`src/sv/hashed_node_router_defines.svh`:
```
// Assertion macros for the hashed node router.
// Used by the top level; expects clk_i and rst_ni in scope where expanded.
`ifndef HASHED_NODE_ROUTER_DEFINES_SVH
`define HASHED_NODE_ROUTER_DEFINES_SVH

// Whenever ante holds, cons holds in the same cycle.
`define HNR_ASSERT_IMPL(lbl, ante, cons, msg) \
  lbl: assert property (@(posedge clk_i) disable iff (!rst_ni) (ante) |-> (cons)) \
    else $error(msg);

// Whenever ante holds, cons holds in the following cycle.
`define HNR_ASSERT_NEXT(lbl, ante, cons, msg) \
  lbl: assert property (@(posedge clk_i) disable iff (!rst_ni) (ante) |=> (cons)) \
    else $error(msg);

`endif

```
`src/sv/hnr_pkg.sv`:
```
// Shared constants, types and helpers for the hashed node router.
// No dependencies; the other design files refer to it by scoped names.
`timescale 1ns / 1ps
`default_nettype none

package hnr_pkg;

  // Table size and derived widths.
  localparam int NODE_SLOTS = 16;
  localparam int IDX_W      = (NODE_SLOTS > 1) ? $clog2(NODE_SLOTS) : 1;
  localparam int CNT_W      = $clog2(NODE_SLOTS + 1);
  localparam int OUT_IDX_W  = 4;

  // Field widths.
  localparam int ADDR_W     = 32;
  localparam int PORT_W     = 16;
  localparam int BYTE_W     = 8;
  localparam int HASH_W     = 32;
  localparam int HASH_BIT_W = $clog2(HASH_W);
  localparam logic [HASH_W-1:0] HASH_MULT = 32'd31;

  // Job queue between front and back.
  localparam int CQ_DEPTH = 4;
  localparam int CQ_PTR_W = 2;
  localparam int CQ_CNT_W = 3;

  // Input command codes; code 3 is unused.
  typedef enum logic [1:0] {
    CMD_ADD    = 2'd0,
    CMD_REMOVE = 2'd1,
    CMD_KEY    = 2'd2
  } cmd_e;

  // Jobs handed to the back end.
  typedef enum logic [1:0] {
    OP_ADD    = 2'd0,
    OP_REMOVE = 2'd1,
    OP_ROUTE  = 2'd2
  } op_e;

  // Result status codes.
  typedef enum logic [1:0] {
    ST_OK      = 2'd0,
    ST_MISS    = 2'd1,
    ST_NO_NODE = 2'd2
  } status_e;

  typedef struct packed {
    op_e               op;
    logic [ADDR_W-1:0] addr;
    logic [PORT_W-1:0] port;
    logic [HASH_W-1:0] hash;
  } job_t;

  // Low bits of a table index, zero-extended when the index is narrow.
  function automatic logic [OUT_IDX_W-1:0] out_index(input logic [IDX_W-1:0] idx);
    logic [IDX_W+OUT_IDX_W-1:0] wide;
    wide = {{OUT_IDX_W{1'b0}}, idx};
    return wide[OUT_IDX_W-1:0];
  endfunction

endpackage

`default_nettype wire

```
`src/sv/hnr_front.sv`:
```
// Front end of the hashed node router: accepts input beats, folds key bytes
// into the running hash and hands add, remove and route jobs to the queue. Uses hnr_pkg.
`timescale 1ns / 1ps
`default_nettype none

module hnr_front (
  input  wire logic                        clk_i,
  input  wire logic                        rst_ni,
  input  wire logic                        push_i,
  output logic                             full_o,
  input  wire logic [1:0]                  cmd_i,
  input  wire logic [hnr_pkg::ADDR_W-1:0]  node_addr_i,
  input  wire logic [hnr_pkg::PORT_W-1:0]  node_port_i,
  input  wire logic [hnr_pkg::BYTE_W-1:0]  key_byte_i,
  input  wire logic                        key_last_i,
  input  wire logic                        q_full_i,
  output logic                             q_push_o,
  output hnr_pkg::job_t                    q_job_o
);

  logic [hnr_pkg::HASH_W-1:0] hash_q, hash_d;
  logic [hnr_pkg::HASH_W-1:0] hash_next;
  logic                       accept;
  logic                       is_key;

  // A beat is taken whenever the job queue has room.
  assign full_o = q_full_i;
  assign accept = push_i & ~q_full_i;
  assign is_key = (cmd_i == hnr_pkg::CMD_KEY);

  // Running hash: times 31 plus the byte; a zero byte leaves it alone.
  always_comb begin
    if (key_byte_i != '0) begin
      hash_next = hash_q * hnr_pkg::HASH_MULT
                + {{(hnr_pkg::HASH_W - hnr_pkg::BYTE_W){1'b0}}, key_byte_i};
    end else begin
      hash_next = hash_q;
    end
  end

  // The hash restarts after the last byte of a key.
  always_comb begin
    hash_d = hash_q;
    if (accept && is_key) begin
      hash_d = key_last_i ? '0 : hash_next;
    end
  end

  always_ff @(posedge clk_i or negedge rst_ni) begin
    if (!rst_ni) begin
      hash_q <= '0;
    end else begin
      hash_q <= hash_d;
    end
  end

  // Classify the beat into a job; mid-key bytes and the unused code make none.
  always_comb begin
    q_push_o      = 1'b0;
    q_job_o.op    = hnr_pkg::OP_ADD;
    q_job_o.addr  = node_addr_i;
    q_job_o.port  = node_port_i;
    q_job_o.hash  = hash_next;
    case (cmd_i)
      hnr_pkg::CMD_ADD: begin
        q_push_o   = accept;
        q_job_o.op = hnr_pkg::OP_ADD;
      end
      hnr_pkg::CMD_REMOVE: begin
        q_push_o   = accept;
        q_job_o.op = hnr_pkg::OP_REMOVE;
      end
      hnr_pkg::CMD_KEY: begin
        q_push_o   = accept & key_last_i;
        q_job_o.op = hnr_pkg::OP_ROUTE;
      end
      default: begin
        q_push_o = 1'b0;
      end
    endcase
  end

endmodule

`default_nettype wire

```
`src/sv/hnr_cmd_q.sv`:
```
// Short job queue between the front and back ends of the hashed node router.
// Holds hnr_pkg::job_t entries in a small circular buffer. Uses hnr_pkg.
`timescale 1ns / 1ps
`default_nettype none

module hnr_cmd_q (
  input  wire logic          clk_i,
  input  wire logic          rst_ni,
  input  wire logic          push_i,
  input  wire hnr_pkg::job_t job_i,
  output logic               full_o,
  input  wire logic          pop_i,
  output logic               empty_o,
  output hnr_pkg::job_t      job_o
);

  hnr_pkg::job_t                 slot_q [hnr_pkg::CQ_DEPTH];
  logic [hnr_pkg::CQ_PTR_W-1:0]  wr_ptr_q, wr_ptr_d;
  logic [hnr_pkg::CQ_PTR_W-1:0]  rd_ptr_q, rd_ptr_d;
  logic [hnr_pkg::CQ_CNT_W-1:0]  cnt_q, cnt_d;
  logic                          do_push;
  logic                          do_pop;

  assign full_o  = (cnt_q == hnr_pkg::CQ_CNT_W'(hnr_pkg::CQ_DEPTH));
  assign empty_o = (cnt_q == '0);
  assign do_push = push_i & ~full_o;
  assign do_pop  = pop_i & ~empty_o;
  assign job_o   = slot_q[rd_ptr_q];

  // Pointer and fill count update.
  always_comb begin
    wr_ptr_d = do_push ? wr_ptr_q + 1'b1 : wr_ptr_q;
    rd_ptr_d = do_pop ? rd_ptr_q + 1'b1 : rd_ptr_q;
    cnt_d    = cnt_q;
    case ({do_push, do_pop})
      2'b10:   cnt_d = cnt_q + 1'b1;
      2'b01:   cnt_d = cnt_q - 1'b1;
      default: cnt_d = cnt_q;
    endcase
  end

  always_ff @(posedge clk_i or negedge rst_ni) begin
    if (!rst_ni) begin
      wr_ptr_q <= '0;
      rd_ptr_q <= '0;
      cnt_q    <= '0;
    end else begin
      wr_ptr_q <= wr_ptr_d;
      rd_ptr_q <= rd_ptr_d;
      cnt_q    <= cnt_d;
    end
  end

  // Entry storage needs no reset.
  always_ff @(posedge clk_i) begin
    if (do_push) begin
      slot_q[wr_ptr_q] <= job_i;
    end
  end

endmodule

`default_nettype wire

```
`src/sv/hnr_back.sv`:
```
// Back end of the hashed node router: node table, current pointer, entry
// scans, bit-serial modulo and the result register. Uses hnr_pkg.
`timescale 1ns / 1ps
`default_nettype none

module hnr_back (
  input  wire logic                           clk_i,
  input  wire logic                           rst_ni,
  input  wire logic                           q_empty_i,
  input  wire hnr_pkg::job_t                  q_job_i,
  output logic                                q_pop_o,
  input  wire logic                           pop_i,
  output logic                                empty_o,
  output logic [1:0]                          status_o,
  output logic [hnr_pkg::OUT_IDX_W-1:0]       node_index_o,
  output logic [hnr_pkg::OUT_IDX_W-1:0]       current_node_o,
  output logic                                current_valid_o
);

  typedef enum logic [5:0] {
    S_IDLE   = 6'b000001,
    S_FIND   = 6'b000010,
    S_UNLINK = 6'b000100,
    S_DIV    = 6'b001000,
    S_WALK   = 6'b010000,
    S_RESP   = 6'b100000
  } state_e;

  localparam int IW = hnr_pkg::IDX_W;
  localparam int CW = hnr_pkg::CNT_W;

  state_e                          state_q, state_d;
  hnr_pkg::job_t                   job_q, job_d;
  logic [CW-1:0]                   cnt_q, cnt_d;
  logic [hnr_pkg::NODE_SLOTS-1:0]  act_q, act_d;
  logic [CW-1:0]                   act_cnt_q, act_cnt_d;
  logic [IW-1:0]                   cur_idx_q, cur_idx_d;
  logic                            cur_vld_q, cur_vld_d;
  logic [CW-1:0]                   scan_q, scan_d;
  logic                            cmp_vld_q, cmp_vld_d;
  logic [IW-1:0]                   cmp_idx_q, cmp_idx_d;
  logic [CW-1:0]                   rem_q, rem_d;
  logic [hnr_pkg::HASH_BIT_W-1:0]  div_bits_q, div_bits_d;
  logic [CW-1:0]                   seen_q, seen_d;
  hnr_pkg::status_e                res_status_q, res_status_d;
  logic [IW-1:0]                   res_idx_q, res_idx_d;

  // Result register.
  logic                            out_vld_q, out_vld_d;
  hnr_pkg::status_e                out_status_q;
  logic [hnr_pkg::OUT_IDX_W-1:0]   out_idx_q;
  logic [hnr_pkg::OUT_IDX_W-1:0]   out_cur_q;
  logic                            out_cur_vld_q;
  logic                            out_load;

  // Node table storage and its registered read port.
  logic [hnr_pkg::ADDR_W-1:0]      mem_addr [hnr_pkg::NODE_SLOTS];
  logic [hnr_pkg::PORT_W-1:0]      mem_port [hnr_pkg::NODE_SLOTS];
  logic [hnr_pkg::ADDR_W-1:0]      rd_addr_q;
  logic [hnr_pkg::PORT_W-1:0]      rd_port_q;
  logic                            mem_we;

  logic [IW-1:0]                   scan_idx;
  logic [IW-1:0]                   cnt_idx;
  logic                            scan_more;
  logic                            hit;
  logic                            find_done;
  logic                            div_bit;
  logic [CW:0]                     trial;
  logic [CW:0]                     trial_sub;

  assign scan_idx  = scan_q[IW-1:0];
  assign cnt_idx   = cnt_q[IW-1:0];
  assign scan_more = (scan_q < cnt_q);
  assign hit       = cmp_vld_q && (rd_addr_q == job_q.addr) && (rd_port_q == job_q.port);
  assign find_done = hit || (!scan_more && !cmp_vld_q);

  // One remainder step per cycle, most significant hash bit first.
  assign div_bit   = job_q.hash[hnr_pkg::HASH_W-1];
  assign trial     = {rem_q, div_bit};
  assign trial_sub = trial - {1'b0, act_cnt_q};

  assign out_load  = (state_q == S_RESP) && (!out_vld_q || pop_i);

  // Job sequencer.
  always_comb begin
    state_d      = state_q;
    job_d        = job_q;
    cnt_d        = cnt_q;
    act_d        = act_q;
    act_cnt_d    = act_cnt_q;
    cur_idx_d    = cur_idx_q;
    cur_vld_d    = cur_vld_q;
    scan_d       = scan_q;
    cmp_vld_d    = 1'b0;
    cmp_idx_d    = cmp_idx_q;
    rem_d        = rem_q;
    div_bits_d   = div_bits_q;
    seen_d       = seen_q;
    res_status_d = res_status_q;
    res_idx_d    = res_idx_q;
    mem_we       = 1'b0;
    q_pop_o      = 1'b0;

    case (state_q)
      S_IDLE: begin
        if (!q_empty_i) begin
          q_pop_o      = 1'b1;
          job_d        = q_job_i;
          scan_d       = '0;
          res_status_d = hnr_pkg::ST_OK;
          res_idx_d    = '0;
          case (q_job_i.op)
            hnr_pkg::OP_ADD: begin
              // A full table rejects every add, known node or not.
              if (cnt_q == CW'(hnr_pkg::NODE_SLOTS)) begin
                res_status_d = hnr_pkg::ST_MISS;
                state_d      = S_RESP;
              end else begin
                state_d = S_FIND;
              end
            end
            hnr_pkg::OP_REMOVE: begin
              state_d = S_FIND;
            end
            hnr_pkg::OP_ROUTE: begin
              if (act_cnt_q == '0) begin
                res_status_d = hnr_pkg::ST_NO_NODE;
                state_d      = S_RESP;
              end else begin
                rem_d      = '0;
                div_bits_d = '0;
                state_d    = S_DIV;
              end
            end
            default: begin
              state_d = S_IDLE;
            end
          endcase
        end
      end

      S_FIND: begin
        // Issue one table read per cycle; compare it the cycle after.
        if (scan_more) begin
          scan_d    = scan_q + 1'b1;
          cmp_vld_d = 1'b1;
          cmp_idx_d = scan_idx;
        end
        if (find_done) begin
          cmp_vld_d = 1'b0;
          state_d   = S_RESP;
          if (job_q.op == hnr_pkg::OP_ADD) begin
            if (hit) begin
              act_d[cmp_idx_q] = 1'b1;
              if (!act_q[cmp_idx_q]) begin
                act_cnt_d = act_cnt_q + 1'b1;
              end
            end else begin
              // Append; the first entry ever becomes the current node.
              mem_we           = 1'b1;
              act_d[cnt_idx]   = 1'b1;
              act_cnt_d        = act_cnt_q + 1'b1;
              cnt_d            = cnt_q + 1'b1;
              if (cnt_q == '0) begin
                cur_idx_d = '0;
                cur_vld_d = 1'b1;
              end
            end
          end else begin
            if (hit) begin
              act_d[cmp_idx_q] = 1'b0;
              if (act_q[cmp_idx_q]) begin
                act_cnt_d = act_cnt_q - 1'b1;
              end
              // Removing the current node moves it to the first active entry.
              if (cur_vld_q && (cur_idx_q == cmp_idx_q)) begin
                cur_vld_d = 1'b0;
                cur_idx_d = '0;
                scan_d    = '0;
                state_d   = S_UNLINK;
              end
            end else begin
              res_status_d = hnr_pkg::ST_MISS;
            end
          end
        end
      end

      S_UNLINK: begin
        if (scan_more) begin
          if (act_q[scan_idx]) begin
            cur_idx_d = scan_idx;
            cur_vld_d = 1'b1;
            state_d   = S_RESP;
          end else begin
            scan_d = scan_q + 1'b1;
          end
        end else begin
          state_d = S_RESP;
        end
      end

      S_DIV: begin
        if (trial >= {1'b0, act_cnt_q}) begin
          rem_d = trial_sub[CW-1:0];
        end else begin
          rem_d = trial[CW-1:0];
        end
        job_d.hash = job_q.hash << 1;
        div_bits_d = div_bits_q + 1'b1;
        if (div_bits_q == hnr_pkg::HASH_BIT_W'(hnr_pkg::HASH_W - 1)) begin
          scan_d  = '0;
          seen_d  = '0;
          state_d = S_WALK;
        end
      end

      S_WALK: begin
        // Count active entries until the ordinal given by the remainder.
        if (scan_more) begin
          scan_d = scan_q + 1'b1;
          if (act_q[scan_idx]) begin
            if (seen_q == rem_q) begin
              res_idx_d = scan_idx;
              state_d   = S_RESP;
            end else begin
              seen_d = seen_q + 1'b1;
            end
          end
        end else begin
          res_status_d = hnr_pkg::ST_NO_NODE;
          res_idx_d    = '0;
          state_d      = S_RESP;
        end
      end

      S_RESP: begin
        if (out_load) begin
          state_d = S_IDLE;
        end
      end

      default: begin
        state_d = S_IDLE;
      end
    endcase
  end

  always_ff @(posedge clk_i or negedge rst_ni) begin
    if (!rst_ni) begin
      state_q   <= S_IDLE;
      cnt_q     <= '0;
      act_q     <= '0;
      act_cnt_q <= '0;
      cur_idx_q <= '0;
      cur_vld_q <= 1'b0;
      scan_q    <= '0;
      cmp_vld_q <= 1'b0;
      out_vld_q <= 1'b0;
    end else begin
      state_q   <= state_d;
      cnt_q     <= cnt_d;
      act_q     <= act_d;
      act_cnt_q <= act_cnt_d;
      cur_idx_q <= cur_idx_d;
      cur_vld_q <= cur_vld_d;
      scan_q    <= scan_d;
      cmp_vld_q <= cmp_vld_d;
      out_vld_q <= out_vld_d;
    end
  end

  // Job payload and scratch registers.
  always_ff @(posedge clk_i) begin
    job_q        <= job_d;
    cmp_idx_q    <= cmp_idx_d;
    rem_q        <= rem_d;
    div_bits_q   <= div_bits_d;
    seen_q       <= seen_d;
    res_status_q <= res_status_d;
    res_idx_q    <= res_idx_d;
  end

  // Table memory: one write port at the append slot, one registered read port.
  always_ff @(posedge clk_i) begin
    if (mem_we) begin
      mem_addr[cnt_idx] <= job_q.addr;
      mem_port[cnt_idx] <= job_q.port;
    end
    rd_addr_q <= mem_addr[scan_idx];
    rd_port_q <= mem_port[scan_idx];
  end

  // Result register: loads when empty or when the waiting beat leaves.
  always_comb begin
    out_vld_d = out_vld_q;
    if (out_load) begin
      out_vld_d = 1'b1;
    end else if (pop_i) begin
      out_vld_d = 1'b0;
    end
  end

  always_ff @(posedge clk_i) begin
    if (out_load) begin
      out_status_q  <= res_status_q;
      out_idx_q     <= hnr_pkg::out_index(res_idx_q);
      out_cur_q     <= cur_vld_q ? hnr_pkg::out_index(cur_idx_q) : '0;
      out_cur_vld_q <= cur_vld_q;
    end
  end

  assign empty_o         = ~out_vld_q;
  assign status_o        = out_status_q;
  assign node_index_o    = out_idx_q;
  assign current_node_o  = out_cur_q;
  assign current_valid_o = out_cur_vld_q;

endmodule

`default_nettype wire

```
`src/sv/hashed_node_router.sv`:
```
// Top level of the hashed node router: front end, job queue and back end.
// Depends on hnr_pkg, hnr_front, hnr_cmd_q, hnr_back and the assertion macros.
//
//   Channel  Handshake          Beat payload
//   -------  -----------------  ------------------------------------------------
//   input    push / full        cmd_i, node_addr_i, node_port_i, key_byte_i,
//                               key_last_i
//   result   pop / empty        status_o, node_index_o, current_node_o,
//                               current_valid_o
//
// The front end takes one beat per cycle while the four-deep job queue has room;
// key bytes that do not end a key never reach the queue.
// An add or remove scans the table entries in order until a hit or the end of
// the table; removing the current node then scans for the first active entry.
// A route runs a bit-serial modulo over all 32 hash bits, then walks the active
// flags to the chosen entry; a full-table add or a route with no active node
// goes straight to the result. A job waits in its last state while the result
// beat is unread.
// Reset is asynchronous and needs no clearing pass.
`timescale 1ns / 1ps
`default_nettype none
`include "hashed_node_router_defines.svh"

module hashed_node_router (
  input  wire logic                           clk_i,
  input  wire logic                           rst_ni,
  input  wire logic                           push,
  output logic                                full,
  input  wire logic [1:0]                     cmd_i,
  input  wire logic [hnr_pkg::ADDR_W-1:0]     node_addr_i,
  input  wire logic [hnr_pkg::PORT_W-1:0]     node_port_i,
  input  wire logic [hnr_pkg::BYTE_W-1:0]     key_byte_i,
  input  wire logic                           key_last_i,
  output logic                                empty,
  input  wire logic                           pop,
  output logic [1:0]                          status_o,
  output logic [hnr_pkg::OUT_IDX_W-1:0]       node_index_o,
  output logic [hnr_pkg::OUT_IDX_W-1:0]       current_node_o,
  output logic                                current_valid_o
);

  logic          cq_push;
  logic          cq_full;
  logic          cq_pop;
  logic          cq_empty;
  hnr_pkg::job_t cq_job_in;
  hnr_pkg::job_t cq_job_out;

  // Front end: hashing and job classification.
  hnr_front u_front (
    .clk_i       (clk_i),
    .rst_ni      (rst_ni),
    .push_i      (push),
    .full_o      (full),
    .cmd_i       (cmd_i),
    .node_addr_i (node_addr_i),
    .node_port_i (node_port_i),
    .key_byte_i  (key_byte_i),
    .key_last_i  (key_last_i),
    .q_full_i    (cq_full),
    .q_push_o    (cq_push),
    .q_job_o     (cq_job_in)
  );

  // Job queue decoupling the two ends.
  hnr_cmd_q u_cmd_q (
    .clk_i   (clk_i),
    .rst_ni  (rst_ni),
    .push_i  (cq_push),
    .job_i   (cq_job_in),
    .full_o  (cq_full),
    .pop_i   (cq_pop),
    .empty_o (cq_empty),
    .job_o   (cq_job_out)
  );

  // Back end: node table and routing.
  hnr_back u_back (
    .clk_i           (clk_i),
    .rst_ni          (rst_ni),
    .q_empty_i       (cq_empty),
    .q_job_i         (cq_job_out),
    .q_pop_o         (cq_pop),
    .pop_i           (pop),
    .empty_o         (empty),
    .status_o        (status_o),
    .node_index_o    (node_index_o),
    .current_node_o  (current_node_o),
    .current_valid_o (current_valid_o)
  );

  // The front end only hands over a job when the queue has room.
  `HNR_ASSERT_IMPL(a_push_has_room, cq_push, !cq_full, "job pushed into a full queue")
  // A key byte that does not end the key never creates a job.
  `HNR_ASSERT_IMPL(a_mid_key_no_job,
                   push && !full && (cmd_i == hnr_pkg::CMD_KEY) && !key_last_i,
                   !cq_push, "mid-key byte produced a job")
  // The back end only takes a job that is there.
  `HNR_ASSERT_IMPL(a_pop_has_job, cq_pop, !cq_empty, "job taken from an empty queue")
  // A taken job leaves the queue with room for the next one.
  `HNR_ASSERT_NEXT(a_pop_frees_slot, cq_pop && !cq_push, !cq_full,
                   "queue still full after a pop")

endmodule

`default_nettype wire
```
`config.mk`:
```
export PLATFORM = sky130hd
export DESIGN_NAME = hashed_node_router
export DESIGN_NICKNAME = d
export VERILOG_FILES = /design/src/sv/hnr_pkg.sv /design/src/sv/hnr_front.sv /design/src/sv/hnr_cmd_q.sv /design/src/sv/hnr_back.sv /design/src/sv/hashed_node_router.sv
export VERILOG_INCLUDE_DIRS = /design/src /design/src/sv
export SDC_FILE = /design/constraint.sdc
export NUM_CORES = 2
export LEC_CHECK = 0
export BUFFER_PORTS_ARGS = -buffer_cell sky130_fd_sc_hd__buf_4
export CORE_MARGIN = 1.5
export CORE_UTILIZATION = 57
export CTS_BUF_LIST = sky130_fd_sc_hd__clkbuf_4 sky130_fd_sc_hd__clkbuf_8 sky130_fd_sc_hd__clkbuf_16
export CTS_CLUSTER_SIZE = 40
export DETAILED_ROUTE_END_ITERATION = 10
export PLACE_DENSITY_LB_ADDON = 0.08
export SYNTH_ARGS = -nofsm -noshare
export SYNTH_HDL_FRONTEND = slang
export SYNTH_SLANG_ARGS = --single-unit
```
`constraint.sdc`:
```
create_clock -name clk_i -period 6.9 [get_ports clk_i]
set_input_delay 0.69 -clock clk_i [delete_from_list [all_inputs] [get_ports clk_i]]
set_output_delay 0.69 -clock clk_i [all_outputs]
set_load 0.01 [all_outputs]
```
* After elaboration in Yosys (flattened, before gate mapping) *
Memory sizes are Yosys's and may differ from the RTL's. A register that Yosys moved wholly into a read port is not among the register bits.
Index checks and enable logic that the tools add are counted.

storage, ports and cells
  input port bits = 63
  output and inout bits = 13
  word-level logic and storage cells = 254
  RAM bits = 1096
  memories = 3
  bits in registers = 201

operators by class
  reductions and logical operators = 44
  magnitude comparators = 7
  bitwise gates (word level) = 12
  multiply operators = 1
  muxes and demuxes = 106
  equal/unequal tests = 42
  $add $sub $neg = 12

memory list
  name             words  bits a word  read ports  clocked after memory_dff  wr ports  line             RTL
  u_back.mem_addr  16     32           1           1                         1         hnr_back.sv:57   logic [hnr_pkg::ADDR_W-1:0] mem_addr [hnr_pkg::NODE_SLOTS];
  u_cmd_q.slot_q   4      82           1           0                         1         hnr_cmd_q.sv:17  hnr_pkg::job_t slot_q [hnr_pkg::CQ_DEPTH];
  u_back.mem_port  16     16           1           1                         1         hnr_back.sv:58   logic [hnr_pkg::PORT_W-1:0] mem_port [hnr_pkg::NODE_SLOTS];

operators by type and width
  kind                   number
  $mux 5                 21
  $mux 32                3
  $mux 6                 14
  $pmux 32 s2            1
  $mux 16                3
  $mux 4                 12
  $pmux 6 s6             1
  $add 32x8->32          1
  $eq 32x32->1           1
  $mul 32x5->32 const B  1
  $or 16x16->16          2
  $pmux 5 s2             3
  $mux 1                 28
  $add 5x1->5 const B    5
  $pmux 5 s5             1
  $pmux 6 s3             1
  $and 16x16->16         1
  $eq 16x16->1           1
  $ne 2x2->1 const B     8
  $not 16->16            1
  $pmux 4 s2             2
  $reduce_bool 2->1      8
  $lt 4x5->1 const B     3
  $ne 3x3->1 const B     5
  other kinds (48)       97

* Logic depth before layout (Yosys ltp) *
  depth in word-level cells = 9
  mapped depth = 16

* Cells and area by module *
A second synthesis with hierarchy kept.

unflattened totals
  cell total of the unflattened synthesis = 3457
  area total of the unflattened synthesis = 57238.6 µm²

modules (own cells, without submodules)
  module     times used  sequential area each (µm²)  cells each  area each (µm²)
  hnr_back   1           28668.7                     2257        38613.3
  hnr_cmd_q  1           10024.6                     465         12255.5
  hnr_front  1           800.8                       735         6369.9

* Worst setup path after synthesis *
OpenSTA, ideal clock, no wires.

  path kind = reg-to-reg
  start = register u_back.state_q[3]
  end = memory u_back.mem_addr[0][0] in the netlist's numbering, enable pin
  stages on the path, launching flop included = 5
  setup slack = 0.469 ns
  required time = 6.328 ns
  path buffers = 1
  period minus slack after synthesis = 6.431 ns
  arrival time = 5.858 ns
  cell sequence = dfrtp_1 -> buf_2 -> nor4_1 -> nand3b_1 -> nor4_1

between the ends
  longest elaborated chain between the ends = 4

RTL lines
  element                       line             RTL
  from (decl)                   hnr_back.sv:32   state_e state_q, state_d;
  from (signal assigned)        hnr_back.sv:262  state_q <= state_d;
  $eq 6x2->1                    hnr_back.sv:105  case (state_q)
  $mux 1                        hnr_back.sv:105
  $mux 1                        hnr_back.sv:287  if (mem_we) begin
  $mux 1 (implied by the code)  hnr_back.sv:288  mem_addr[cnt_idx] <= job_q.addr;
  to (decl)                     hnr_back.sv:57

Every way passes these cells.

==> results by group <==
Status
  • Status: completed

Detailed routing
  • Routed Antenna Nets: 0
  • TritonRoute pass-1 iters: 5
  • Drt drc: 0
  • Detailed Route WL: 118800 um
  • 1st-iter DRT viols: 3025
  • WL per Instance: 26.41 um
  • DR vias: 27640
  • Vias per Instance: 6.145

Worst hold path
  • Hold Path Cell Cnt: 1
  • Worst min path class: input port to flop

Global route
  • Vias in the first global route: 28890
  • Pin count of the biggest net entering global routing: 98
  • First-pass GRT wire length: 179800 um
  • Initial antenna violation count: 6
  • Total grt overflow: 0
  • Gr usage total: 24.51%

Logic synthesis
  • Ys Warns: 0
  • Synth top area share: 65.23%
  • Post-synthesis xor/xnor area fraction: 1.755%
  • Top post-synthesis cells by count: edfxtp_1 (1214), mux4_2 (332), nand2_1 (184)
  • Sequential fraction of the synthesis area: 70.67%
  • Leading cell type by number of instances after synthesis: edfxtp_1
  • Synth area leader: edfxtp_1
  • Largest family of logic cells by synthesized area: multiplexers
  • Post-Synthesis Cells: 2980
  • Post-synthesis adder-cell area fraction: 5.190%
  • Post-synth top flop: edfxtp_1
  • Simple-gate area share of the yosys netlist: 3.967%
  • Post-synthesis mux area share: 13.56%
  • Compound-Gate Fraction of Synth Area: 2.808%
  • Async S/R FF share, synth: 6.171%
  • Synth unique cells: 64
  • Top cells by area, synth: edfxtp_1 (65%), mux4_2 (13%), dfrtp_1 (3.7%)
  • Post-synth EDFFs: 1214
  • Cell Area, Synth: 55880 sq um
  • Synthesized net count: 3219
  • Synth Area per Inst: 18.75 sq um
  • Yosys reg bits: 1345

Floorplan
  • Chip Height: 316.1 um
  • I/O pins: 76
  • Row count: 114
  • Core ar.: 96850 sq um
  • Die Area: 99930 sq um
  • Initial core utilization: 57.70%
  • Chip width: 316.1 um

Final layout
  • FF/Latch Area: 39520 sq um
  • Multi-input logic area: 15380 sq um
  • # fillers: 6531
  • Cell area after layout: 62690 sq um
  • Fin util: 64.72%
  • Layout cells sized above 1: 22.26%
  • Final #Nets: 3353
  • Area Overhead vs Synth: 12.17%
  • ANT cells: 0

Power
  • Internal Power: 20.45 mW
  • Comb pwr share: 33.0%
  • PD cells: 493.9 nW/um^2
  • Net switching power: 10.51 mW
  • Sequential power share: 42.8%
  • Leak Pwr: 21.20 nW
  • Clock power frac: 24.2%
  • Sw frac: 33.93%
  • Peak supply drop: 0.0005025 V

Clock network
  • H-tree lvl count: 4
  • Clock Path Buffers: 3
  • Post-CTS Setup Bufs: 0
  • CTS clk-pin slew, worst paths: 60 ps
  • Root Buffer Master: clkbuf_16
  • Clock latency on the worst-skew pair: 730 ps
  • CTS tree: done
  • CTS Sinks: 1345
  • Total CTS buffers: 135

Timing
  • Fmax: 200.6 MHz
  • Worst Skew: 30.66 ps
  • Slew headroom: 11.48%
  • Unrepaired setup endpoints after global routing: no
  • Final hold vios: 0
  • Setup_tns: 0 ps
  • Worst setup margin: 1916 ps
  • Setup violations, final: 0
  • Final worst-path cycle share: 72.23%
  • Min cycle time layout: 4984 ps
  • Worst slew pin tran: 1328 ps
  • Slew Limit Fails: 0
  • Worst hold margin: 162.5 ps

Critical path
  • CP Capture Point: u_cmd_q.slot_q[2][31]
  • Reg2reg end: u_cmd_q.slot_q[2][31]
  • R2r worst-path depth: 16
  • Crit-path max FO: 5
  • WP data arrival: 5450 ps
  • Critical path launch point type: flop
  • Crit path kind: flop to flop
  • Worst Path Required: 7360 ps
  • Critical Path Source: u_front.hash_q[3]
  • Reg2reg start: u_front.hash_q[3]
  • CP Capture Type: flop
  • FF-to-FF setup slack: 1920 ps

Flow run
  • Max Cap Viol: 0

Placed design
  • Pre-CTS setup slack: 1835 ps
  • GPL Wtd Cong: 0.8641
  • Placed Area: 58090 sq um
  • IO buf count: 75
  • DP HPWL: 68870 um
## repair_timing
item / CTS / global route
endpoints found under the hold margin: 27 / 0
hold buffers: 1 / 0
resized for setup: 0 / 0
## state kept, by name (all words and copies together), names as in the netlist, 5 cells and up
name / count
u_back.mem_port: 256
u_back.seen_q: 5
u_front.hash_q: 32
u_back.div_bits_q: 5
u_back.rem_q: 5
u_back.act_cnt_q: 5
u_back.job_q: 81
u_back.rd_addr_q: 32
u_back.cnt_q: 5
u_back.act_q: 16
u_back.state_q: 6
u_back.mem_addr: 512
u_cmd_q.slot_q: 328
u_back.scan_q: 5
u_back.rd_port_q: 16
## power groups by stage
stage / clock (mW) / sequential, mW / combinational (mW)
2_1_floorplan: 0 / 12.9 / 7.60
3_3_place_gp: 0 / 13.3 / 9.91
3_5_place_dp: 0 / 13.4 / 10.2
4_1_cts: 7.60 / 13.3 / 10.2
5_1_grt: 7.90 / 13.4 / 11.4
6_report: 7.49 / 13.2 / 10.2
## worst min-delay path by stage
stage | from | end | slack, ps
after floorplan | rst_ni | u_back.act_cnt_q[0] | 390
final | node_addr_i[30] | u_cmd_q.slot_q[0][78] | 160
after CTS | node_addr_i[25] | u_cmd_q.slot_q[2][73] | 110
after global routing | node_addr_i[30] | u_cmd_q.slot_q[1][78] | 130
after detailed placement | u_back.res_idx_q[1] | u_back.node_index_o[1] | 410
after global placement | u_back.res_status_q[1] | u_back.status_o[1] | 410
## cells in the final DEF, fill, tap and decap left out, types with 19 or more instances in the layout
cell type / count
mux4_2: 332
a21o_1: 21
clkbuf_4: 23
a22o_1: 31
nor2_1: 59
dfrtp_1: 76
ha_1: 83
nand4_1: 19
nor3_1: 20
inv_1: 172
xor2_1: 69
dfxtp_1: 48
nand2_1: 184
a21oi_1: 53
o21ai_0: 59
buf_4: 120
clkinv_1: 21
clkinv_2: 24
nor4_1: 29
clkbuf_16: 140
xnor2_1: 43
fa_1: 93
edfxtp_1: 1214
nand3_1: 59
## worst max-delay path: stages (launching register included)
cell,delay (ps)
dfrtp_1,420
inv_1,170
fa_1,560
inv_1,50
fa_1,470
inv_1,50
fa_1,470
inv_1,40
ha_1,360
o21ai_0,180
a211oi_1,310
o21ai_0,250
a21o_1,280
o21ai_0,460
o31ai_1,140
xnor2_1,160
o21ai_0,370
## through the flow
stage | cells | power (mW)
6_report | 4497 | 30.96
5_1_grt | 4497 | 32.75
4_1_cts | 4497 | 31.11
3_5_place_dp | 4252 | 23.60
3_3_place_gp | 4252 | 23.19
2_1_floorplan | 2980 | 20.46
## metal layers
layer,share of wire (%),global-route usage (%),vias to the layer above
met5,0.048,0,-
met4,1.9,6.090,10
met3,5.5,3.564,177
met2,50,40.63,838
met1,43,34.82,14620
li1,-,-,11990
## layout make-up
class	instances	area share (%)
Multi-Input combinational cell	1335	24.54
Clock inverter	75	1.315
Inverter	174	1.042
Clock buffer	169	5.996
Tap cell	1276	2.547
Timing Repair Buffer	123	1.517
Sequential cell	1345	63.04
## logic make-up after synthesis
family,Yosys count
AO/OA/AOI/OAI,239
XOR/XNOR,112
multiplexers,342
flip-flops,1345
AND/OR/NAND/NOR,466
adder cells (fa/ha/maj),176
buffers and inverters,300
(Power assumes the default switching activity.)
